<file path="config.mk">
export PLATFORM = sky130hd
export DESIGN_NAME = byte_pattern_search_unit
export DESIGN_NICKNAME = d
export VERILOG_FILES = /design/src/hdl/bps_pkg.sv /design/src/hdl/bps_cfg_regs.sv /design/src/hdl/bps_in_reg.sv /design/src/hdl/bps_match_core.sv /design/src/hdl/byte_pattern_search_unit.sv
export SDC_FILE = /design/constraint.sdc
export NUM_CORES = 1
export LEC_CHECK = 0
export BUFFER_PORTS_ARGS = -buffer_cell sky130_fd_sc_hd__buf_2
export CAP_MARGIN = 30
export CORE_ASPECT_RATIO = 0.8
export CORE_MARGIN = 8
export CORE_UTILIZATION = 47
export DETAILED_ROUTE_END_ITERATION = 8
export GPL_TIMING_DRIVEN = 0
export HOLD_SLACK_MARGIN = 0.08
export SETUP_SLACK_MARGIN = 0.1
export SYNTH_ARGS = -nofsm -noshare
export SYNTH_HDL_FRONTEND = slang
export SYNTH_SLANG_ARGS = --single-unit
</file>
<file path="constraint.sdc">
create_clock -name aclk -period 14.7 [get_ports aclk]
set_input_delay 1.47 -clock aclk [delete_from_list [all_inputs] [get_ports aclk]]
set_output_delay 1.47 -clock aclk [all_outputs]
set_load 0.005 [all_outputs]
</file>
<file path="src/hdl/bps_pkg.sv">
// ----------------------------------------------------------------------------
// bps_pkg
// Shared types, constants and helper functions for the byte pattern search
// unit.
// ----------------------------------------------------------------------------
package bps_pkg;

    // Pattern geometry
    localparam int PAT_MAX    = 16;
    localparam int PAT_BYTES  = 16;                      // bytes held by the two pattern regs
    localparam int PAT_IDX_W  = $clog2(PAT_BYTES);
    localparam int PAT_LEN_W  = 5;                       // width of the length register
    localparam int WIN_IDX_W  = (PAT_MAX > 1) ? $clog2(PAT_MAX) : 1;

    // Haystack geometry
    localparam int POS_W      = 16;
    localparam logic [POS_W-1:0] HAY_MAX = 16'd65535;

    // Field widths
    localparam int BYTE_W     = 8;
    localparam int START_W    = 18;
    localparam int HLEN_W     = 16;
    localparam int OFFS_W     = 17;

    // Configuration port
    localparam int CFG_IDX_W  = 3;
    localparam int CFG_DATA_W = 64;

    typedef enum logic [CFG_IDX_W-1:0] {
        REG_PAT_LOW  = 3'd0,
        REG_PAT_HIGH = 3'd1,
        REG_PAT_LEN  = 3'd2,
        REG_MODE     = 3'd3,
        REG_START    = 3'd4,
        REG_HAY_LEN  = 3'd5
    } cfg_reg_t;

    typedef enum logic {
        MODE_FIRST = 1'b0,
        MODE_LAST  = 1'b1
    } search_mode_t;

    // Configuration register bundle
    typedef struct packed {
        logic [63:0]          pattern_low_bytes;
        logic [63:0]          pattern_high_bytes;
        logic [PAT_LEN_W-1:0] pattern_length;
        search_mode_t         search_mode;
        logic [START_W-1:0]   start_offset;
        logic [HLEN_W-1:0]    haystack_length;
    } cfg_t;

    // One haystack transaction held in the input register
    typedef struct packed {
        logic              valid;
        logic [BYTE_W-1:0] hay_byte;
        logic              final_byte;
    } item_t;

    // Pattern length in use: zero acts as one, large values saturate
    function automatic logic [PAT_LEN_W-1:0] eff_length(input logic [PAT_LEN_W-1:0] len);
        logic [PAT_LEN_W-1:0] n;
        n = len;
        if (n == '0) begin
            n = PAT_LEN_W'(1);
        end
        if (n > PAT_LEN_W'(PAT_MAX)) begin
            n = PAT_LEN_W'(PAT_MAX);
        end
        return n;
    endfunction

    // Resolve the signed start offset against the haystack length
    function automatic logic [POS_W-1:0] norm_start(input logic [START_W-1:0] raw,
                                                    input logic [HLEN_W-1:0]  len);
        logic [START_W-1:0] mag;
        logic [START_W-1:0] len_x;
        logic [POS_W-1:0]   res;
        len_x = {{(START_W-HLEN_W){1'b0}}, len};
        mag   = START_W'(0) - raw;
        if (raw[START_W-1]) begin
            res = (mag >= len_x) ? '0 : POS_W'(len - mag[HLEN_W-1:0]);
        end else begin
            res = (raw > len_x) ? POS_W'(len) : raw[POS_W-1:0];
        end
        return res;
    endfunction

endpackage

</file>
<file path="src/hdl/bps_cfg_regs.sv">
// ----------------------------------------------------------------------------
// bps_cfg_regs
// Configuration register file; decodes writes on the configuration channel.
// ----------------------------------------------------------------------------
module bps_cfg_regs (
    input  logic                            aclk,
    input  logic                            aresetn,
    input  logic                            cfg_valid,
    output logic                            cfg_ready,
    input  logic [bps_pkg::CFG_IDX_W-1:0]   cfg_index,
    input  logic [bps_pkg::CFG_DATA_W-1:0]  cfg_data,
    output bps_pkg::cfg_t                   cfg
);

    bps_pkg::cfg_t cfg_reg;
    bps_pkg::cfg_t cfg_next;

    // Always able to take a write
    assign cfg_ready = 1'b1;
    assign cfg       = cfg_reg;

    // Write decode
    always_comb begin
        cfg_next = cfg_reg;
        if (cfg_valid) begin
            unique case (cfg_index)
                bps_pkg::REG_PAT_LOW:  cfg_next.pattern_low_bytes  = cfg_data;
                bps_pkg::REG_PAT_HIGH: cfg_next.pattern_high_bytes = cfg_data;
                bps_pkg::REG_PAT_LEN:
                    cfg_next.pattern_length = cfg_data[bps_pkg::PAT_LEN_W-1:0];
                bps_pkg::REG_MODE:
                    cfg_next.search_mode = bps_pkg::search_mode_t'(cfg_data[0]);
                bps_pkg::REG_START:
                    cfg_next.start_offset = cfg_data[bps_pkg::START_W-1:0];
                bps_pkg::REG_HAY_LEN:
                    cfg_next.haystack_length = cfg_data[bps_pkg::HLEN_W-1:0];
                default: ;   // unmapped index, write dropped
            endcase
        end
    end

    always_ff @(posedge aclk) begin
        if (!aresetn) begin
            cfg_reg.pattern_low_bytes  <= '0;
            cfg_reg.pattern_high_bytes <= '0;
            cfg_reg.pattern_length     <= bps_pkg::PAT_LEN_W'(1);
            cfg_reg.search_mode        <= bps_pkg::MODE_FIRST;
            cfg_reg.start_offset       <= '0;
            cfg_reg.haystack_length    <= bps_pkg::HLEN_W'(1);
        end else begin
            cfg_reg <= cfg_next;
        end
    end

endmodule

</file>
<file path="src/hdl/bps_in_reg.sv">
// ----------------------------------------------------------------------------
// bps_in_reg
// Input register for haystack bytes; refills in the cycle it is drained.
// ----------------------------------------------------------------------------
module bps_in_reg (
    input  logic                         aclk,
    input  logic                         aresetn,
    input  logic                         s_tvalid,
    output logic                         s_tready,
    input  logic [bps_pkg::BYTE_W-1:0]   s_tdata,    // [7:0] hay_byte
    input  logic                         s_tlast,    // final_byte
    input  logic                         take,
    output bps_pkg::item_t               item
);

    bps_pkg::item_t item_reg;

    assign s_tready = !item_reg.valid || take;
    assign item     = item_reg;

    // Load on accept, empty when the core takes the byte
    always_ff @(posedge aclk) begin
        if (!aresetn) begin
            item_reg.valid <= 1'b0;
        end else if (s_tready) begin
            item_reg.valid <= s_tvalid;
        end
        if (s_tvalid && s_tready) begin
            item_reg.hay_byte   <= s_tdata;
            item_reg.final_byte <= s_tlast;
        end
    end

endmodule

</file>
<file path="src/hdl/bps_match_core.sv">
// ----------------------------------------------------------------------------
// bps_match_core
// Byte window, parallel pattern compare, match tracking and result register.
// ----------------------------------------------------------------------------
module bps_match_core (
    input  logic                              aclk,
    input  logic                              aresetn,
    input  bps_pkg::item_t                    item,
    output logic                              take,
    input  bps_pkg::cfg_t                     cfg,
    output logic                              m_tvalid,
    input  logic                              m_tready,
    output logic [23:0]                       m_tdata,   // [16:0] match_offset, rest zero
    output logic                              m_tuser    // found
);

    logic [bps_pkg::BYTE_W-1:0]    win_reg  [bps_pkg::PAT_MAX];
    logic [bps_pkg::BYTE_W-1:0]    win_next [bps_pkg::PAT_MAX];
    logic [bps_pkg::BYTE_W-1:0]    pat_bytes[bps_pkg::PAT_BYTES];
    logic [bps_pkg::POS_W-1:0]     pos_reg, pos_next;
    logic                          seen_reg, seen_next;
    logic [bps_pkg::POS_W-1:0]     best_reg, best_next;
    logic                          seen_scan;
    logic [bps_pkg::POS_W-1:0]     best_scan;
    logic                          out_valid_reg;
    logic                          out_found_reg;
    logic [bps_pkg::OFFS_W-1:0]    out_offs_reg;
    logic [bps_pkg::PAT_LEN_W-1:0] n_eff;
    logic [bps_pkg::POS_W-1:0]     start_pos;
    logic [bps_pkg::POS_W-1:0]     match_start;
    logic                          active;
    logic                          hit;

    // Process the held byte unless it is final and the result slot is busy
    assign take = item.valid &&
                  (!item.final_byte || !out_valid_reg || m_tready);
    assign active = take && (pos_reg < bps_pkg::HAY_MAX);

    assign n_eff     = bps_pkg::eff_length(cfg.pattern_length);
    assign start_pos = bps_pkg::norm_start(cfg.start_offset, cfg.haystack_length);

    // Pattern bytes as an array, byte 0 lowest
    always_comb begin
        for (int k = 0; k < bps_pkg::PAT_BYTES; k++) begin
            if (k < 8) begin
                pat_bytes[k] = cfg.pattern_low_bytes[8*k +: 8];
            end else begin
                pat_bytes[k] = cfg.pattern_high_bytes[8*(k-8) +: 8];
            end
        end
    end

    // Window after shifting in the new byte, newest at index 0
    always_comb begin
        win_next[0] = item.hay_byte;
        for (int i = 1; i < bps_pkg::PAT_MAX; i++) begin
            win_next[i] = win_reg[i-1];
        end
    end

    // Parallel compare: window slot j holds pattern byte n-1-j
    always_comb begin
        logic [bps_pkg::PAT_LEN_W-1:0] idx;
        hit = 1'b1;
        for (int j = 0; j < bps_pkg::PAT_MAX; j++) begin
            idx = n_eff - bps_pkg::PAT_LEN_W'(1) - bps_pkg::PAT_LEN_W'(j);
            if ((bps_pkg::PAT_LEN_W'(j) < n_eff) &&
                (win_next[j] != pat_bytes[idx[bps_pkg::PAT_IDX_W-1:0]])) begin
                hit = 1'b0;
            end
        end
    end

    // Stream state update; the scan values include the current byte
    always_comb begin
        pos_next    = pos_reg;
        seen_scan   = seen_reg;
        best_scan   = best_reg;
        match_start = pos_reg + bps_pkg::POS_W'(1) - bps_pkg::POS_W'(n_eff);
        if (active) begin
            pos_next = pos_reg + bps_pkg::POS_W'(1);
            if ((pos_next >= bps_pkg::POS_W'(n_eff)) && hit &&
                (match_start >= start_pos)) begin
                if ((cfg.search_mode == bps_pkg::MODE_LAST) || !seen_reg) begin
                    best_scan = match_start;
                end
                seen_scan = 1'b1;
            end
        end
        seen_next = seen_scan;
        best_next = best_scan;
        // Final byte closes the haystack
        if (take && item.final_byte) begin
            pos_next  = '0;
            seen_next = 1'b0;
            best_next = '0;
        end
    end

    always_ff @(posedge aclk) begin
        if (!aresetn) begin
            pos_reg  <= '0;
            seen_reg <= 1'b0;
            best_reg <= '0;
        end else begin
            pos_reg  <= pos_next;
            seen_reg <= seen_next;
            best_reg <= best_next;
        end
    end

    // Window only shifts on bytes that are scanned (taken, below the position limit)
    always_ff @(posedge aclk) begin
        if (active) begin
            for (int i = 0; i < bps_pkg::PAT_MAX; i++) begin
                win_reg[i] <= win_next[i];
            end
        end
    end

    // Result register
    always_ff @(posedge aclk) begin
        if (!aresetn) begin
            out_valid_reg <= 1'b0;
        end else if (take && item.final_byte) begin
            out_valid_reg <= 1'b1;
        end else if (m_tready) begin
            out_valid_reg <= 1'b0;
        end
    end

    always_ff @(posedge aclk) begin
        if (take && item.final_byte) begin
            out_found_reg <= seen_scan;
            out_offs_reg  <= seen_scan ? {1'b0, best_scan} : '1;
        end
    end

    assign m_tvalid = out_valid_reg;
    assign m_tuser  = out_found_reg;
    assign m_tdata  = {{(24-bps_pkg::OFFS_W){1'b0}}, out_offs_reg};

    // ------------------------------------------------------------------------
    // Assertions
    // ------------------------------------------------------------------------
    a_pos_bound: assert property (@(posedge aclk) disable iff (!aresetn)
        pos_reg <= bps_pkg::HAY_MAX)
        else $error("byte position beyond haystack limit");

    a_best_before_pos: assert property (@(posedge aclk) disable iff (!aresetn)
        seen_reg |-> (best_reg < pos_reg))
        else $error("recorded match starts past streamed bytes");

    a_final_clears: assert property (@(posedge aclk) disable iff (!aresetn)
        (take && item.final_byte) |=> (pos_reg == '0) && !seen_reg)
        else $error("stream state not cleared after final byte");

    a_final_result: assert property (@(posedge aclk) disable iff (!aresetn)
        (take && item.final_byte) |=> out_valid_reg)
        else $error("final byte produced no result");

    a_offs_code: assert property (@(posedge aclk) disable iff (!aresetn)
        out_valid_reg |-> (out_found_reg ? !out_offs_reg[bps_pkg::OFFS_W-1]
                                         : (out_offs_reg == '1)))
        else $error("result offset disagrees with found flag");

endmodule

</file>
<file path="src/hdl/byte_pattern_search_unit.sv">
// ----------------------------------------------------------------------------
// byte_pattern_search_unit
// Streaming search for a 1 to 16 byte pattern in a haystack byte stream.
// ----------------------------------------------------------------------------
// Haystack bytes enter on the s_ stream, one per transaction, with s_tlast on
// the last byte. The unit takes one byte per clock: a byte is compared in
// parallel against the whole window while it sits in the input register, and
// the result register loads when the final byte is taken, so m_tvalid rises
// once the last byte has left the input register. Only the final byte waits,
// and only while the result register still holds an untaken result. Each
// haystack yields exactly one result transaction: m_tuser is the found flag,
// m_tdata[16:0] the signed start index of the first (or, in last mode, the
// latest) overlapping match at or after the normalized start offset, or -1
// when there is none. Bytes past the 65535th are not matched. Write
// configuration between transactions of a haystack or between haystacks; a
// write applies from the next byte.
// ----------------------------------------------------------------------------
module byte_pattern_search_unit (
    input  logic                            aclk,
    input  logic                            aresetn,
    // haystack stream
    input  logic                            s_tvalid,
    output logic                            s_tready,
    input  logic [7:0]                      s_tdata,    // [7:0] hay_byte
    input  logic                            s_tlast,    // final_byte
    // result stream
    output logic                            m_tvalid,
    input  logic                            m_tready,
    output logic [23:0]                     m_tdata,    // [16:0] match_offset, [23:17] zero
    output logic                            m_tuser,    // found
    // configuration writes
    input  logic                            cfg_valid,
    output logic                            cfg_ready,
    input  logic [bps_pkg::CFG_IDX_W-1:0]   cfg_index,
    input  logic [bps_pkg::CFG_DATA_W-1:0]  cfg_data
);

    bps_pkg::cfg_t  cfg;
    bps_pkg::item_t item;
    logic           take;

    bps_cfg_regs u_cfg (
        .aclk      (aclk),
        .aresetn   (aresetn),
        .cfg_valid (cfg_valid),
        .cfg_ready (cfg_ready),
        .cfg_index (cfg_index),
        .cfg_data  (cfg_data),
        .cfg       (cfg)
    );

    bps_in_reg u_in (
        .aclk     (aclk),
        .aresetn  (aresetn),
        .s_tvalid (s_tvalid),
        .s_tready (s_tready),
        .s_tdata  (s_tdata),
        .s_tlast  (s_tlast),
        .take     (take),
        .item     (item)
    );

    bps_match_core u_core (
        .aclk     (aclk),
        .aresetn  (aresetn),
        .item     (item),
        .take     (take),
        .cfg      (cfg),
        .m_tvalid (m_tvalid),
        .m_tready (m_tready),
        .m_tdata  (m_tdata),
        .m_tuser  (m_tuser)
    );

endmodule

</file>
==> results.py <==
metrics = {
    "outcome": {
        "status": "complete, no violations",
    },
    "critical_path": {
        "crit_path_start": "u_cfg.cfg[35]$_SDFFE_PN1P_",
        "crit_fanout": 10,
        "end_kind": "flop",
        "worstReg2RegStart": "u_cfg.cfg[35]$_SDFFE_PN1P_",
        "crit_type": "reg -> reg",
        "critPathRequiredTime_ps": 15070,
        "cp-start-kind": "flop",
        "cp.arrival_ps": 9740,
    },
    "worst_hold_path": {
        "hold_class": "reg -> reg",
        "min_from": "u_core.best_reg[13]$_SDFF_PP0_",
    },
    "logic_synthesis": {
        "synth_top_area_share_pct": 18.9,
        "avgSynthCellArea_sq_um": 10.4,
        "yosysSeqAreaShare_pct": 36.2,
        "synth_top_flop_cell": "dfxtp_1",
        "yosys_register_bits": 350,
        "yosysWarnings": 0,
        "ys_types": 77,
        "synthArstFlopShare_pct": 0,
        "synth_edf_count": 147,
        "syn_inst": 2248,
        "yosysTopAreaCell": "edfxtp_1",
        "ys_top_cells_by_area": "edfxtp_1 19%, mux4_2 18%, dfxtp_1 17%",
        "syn_area_sq_mm": 0.0234,
    },
    "floorplanning": {
        "initial_utilization_pct": 47.4,
        "die_w_microns": 266,
        "dieArea_sq_mm": 0.0573,
        "pin_count": 109,
        "die_h_microns": 216,
        "core_area_sq_mm": 0.0494,
        "num_rows": 73,
    },
    "timing": {
        "slew_violations": 0,
        "min_period_over_period_pct": 63.7,
        "setup_tns_ps": 0,
        "fin_crit_ps": 9370,
        "grt_setup_unrepaired": "no",
        "finalHoldViolCount": 0,
        "fmax_ghz": 0.107,
        "setup_viol": 0,
        "slew_headroom_pct": 25.9,
        "fin_hold_ws_ps": 453,
        "worst_slew_pin_slew_ps": 1100,
        "fin_skew_ps": 15.4,
    },
    "clock_tree": {
        "cts_setup_buffers": 0,
        "cts_tree": "yes",
        "cts.path.max_buffers": 3,
        "clk_root_buffer_cell": "clkbuf_16",
        "path_clk_slew_ps": 60,
        "clock_sink_count": 350,
        "cts-resized-gates": 0,
        "cts-htree-levels": 2,
        "cts_buffers": 38,
        "clock_latency_ps": 580,
        "postCtsHoldBufs": 0,
    },
    "finish": {
        "multiInputGateArea_sq_mm": 0.0140,
        "drive_above_1_share_pct": 16.8,
        "final_cell_mix": "406 x nand2_1, 203 x dfxtp_1, 191 x mux4_2",
        "synthToLayoutAreaGrowth_pct": 12.0,
        "largest_reg_flops": 168,
        "fill_cells": 4455,
        "final_common_cell": "nand2_1",
        "finalNonFillerCells": 3110,
        "seqCellArea_sq_mm": 0.00848,
        "stdcell_area_sq_mm": 0.0262,
        "num_antenna_cells": 0,
        "fin_nets": 2568,
    },
    "placement": {
        "port_buffers": 97,
        "hpwl_microns": 70500,
        "postPlaceCellArea_sq_mm": 0.0249,
        "gp_congestion": 1.06,
        "dp.cells": 3037,
    },
    "power_and_ir_drop": {
        "switching_share_pct": 27.4,
        "power.leakage_nw": 9.19,
        "peakVddDrop_mv": 0.0690,
        "p_clk_share_pct": 41.6,
        "seq_power_share_pct": 43.2,
        "finalPower_mw": 2.48,
        "p_int_mw": 1.80,
        "p_sw_mw": 0.679,
        "pwr-share-comb_pct": 15.2,
        "p_per_area_mw_per_mm2": 94.6,
    },
    "drt": {
        "drc_errors": 0,
        "num_vias": 19700,
        "routedWlPerCell_microns": 28.1,
        "drt-initial-drc-count": 2419,
        "vias_per_cell": 6.34,
        "postRouteAntennaNets": 0,
        "drt-pass1-iter-count": 6,
        "wl_microns": 87400,
    },
    "grt": {
        "antenna_found_initial": 1,
        "grt_use_met1_pct": 41.4,
        "grt_pass1_vias": 18700,
        "grt_pass1_wl_microns": 127000,
        "met3_usage_pct": 9.22,
        "grt.overflow.total": 0,
        "grt_use_met2_pct": 44.5,
        "grt_start_max_net_pins": 69,
        "grtUsageTotal_pct": 29.9,
        "grt.busiest_layer": "met2",
    },
    "job": {
        "cap_violations": 0,
    },
}
-- critical path: stages (launching register included) --
cell and delay [ps]:
dfxtp_1 300, clkbuf_1 520, nand2b_1 260, nand2_4 260
inv_4 60, buf_6 170, buf_6 180, buf_1 370
ha_1 520, clkbuf_1 450, clkinv_1 390, buf_1 500
ha_1 450, and2_1 200, a21o_1 200, nor2_1 710
buf_2 430, mux4_2 610, xor2_1 170, nor4_1 220
nand4_1 150, a211oi_1 430, o22ai_1 410, nor3_2 540
buf_2 340, a2bb2oi_1 290
-- power groups by stage --
stage	sequential [mW]	clock, mW	combinational, mW
2_1_floorplan	1.08	0	0.259
3_3_place_gp	1.09	0	0.363
3_5_place_dp	1.09	0	0.370
4_1_cts	1.07	1.04	0.372
5_1_grt	1.07	1.08	0.411
6_report	1.07	1.03	0.378
-- routing by layer --
metal,wire (microns),part of all wire (%),vias up
met5,13,0.015,-
met4,3000,3.4,2
met3,10500,12,178
met2,37800,43,1050
met1,36100,41,9852
li1,-,-,8621
-- synthesized netlist by cell type, types with 11 or more instances --
master	n
a22oi_1	12
and3_1	21
nor3_1	19
a221oi_1	21
nor4_1	20
inv_1	67
buf_1	14
mux4_2	191
a22o_1	33
o21ai_0	29
xor2_1	66
ha_1	80
nand4_1	30
a21o_1	26
o22ai_1	18
a2bb2oi_1	14
nor2_1	89
xnor2_1	122
a21oi_1	68
buf_4	11
dfxtp_1	203
a211oi_1	15
clkbuf_1	111
nand3_1	28
nand2b_1	24
mux2i_1	48
a21boi_0	166
edfxtp_1	147
nand2_1	406
or3_1	15
nor2b_1	15
-- cell type report --
class | count | area share (%)
Multi-Input combinational cell | 1682 | 53.5
Sequential cell | 350 | 32.3
Clock buffer | 52 | 4.14
Tap cell | 675 | 3.22
Buffer | 150 | 2.50
Timing Repair Buffer | 111 | 2.32
Inverter | 72 | 1.04
Clock inverter | 18 | 0.940
-- path summary, 6_finish.rpt --
path,end,slack (ps),depth (start not counted)
worst max-delay path,u_core.out_offs_reg[4]$_SDFFCE_PN1P_,5330,25
worst min-delay path,u_core.best_reg[13]$_SDFF_PP0_,450,2
worst max register to register,u_core.out_offs_reg[4]$_SDFFCE_PN1P_,5330,25
worst min register to register,u_core.best_reg[13]$_SDFF_PP0_,450,2
-- logic make-up after synthesis --
family                   Yosys count  share of synthesized area [%]
AND/OR/NAND/NOR                  704                           13.6
AO/OA/AOI/OAI                    458                           14.2
flip-flops                       350                           36.2
multiplexers                     240                           20.5
buffers and inverters            222                           3.95
XOR/XNOR                         190                           7.17
adder cells (fa/ha/maj)           82                           4.45
other                              2                         0.0321
-- per-stage QoR --
step / util (%) / worst slack, ps
floorplan: - / 7970
finish: 53.1 / 5330
detailed placement: 50.3 / 5580
CTS: 53.0 / 5530
global route: 53.1 / 4840
global placement: 50.1 / 5330
Note: power is estimated with default switching activity, not from simulation.
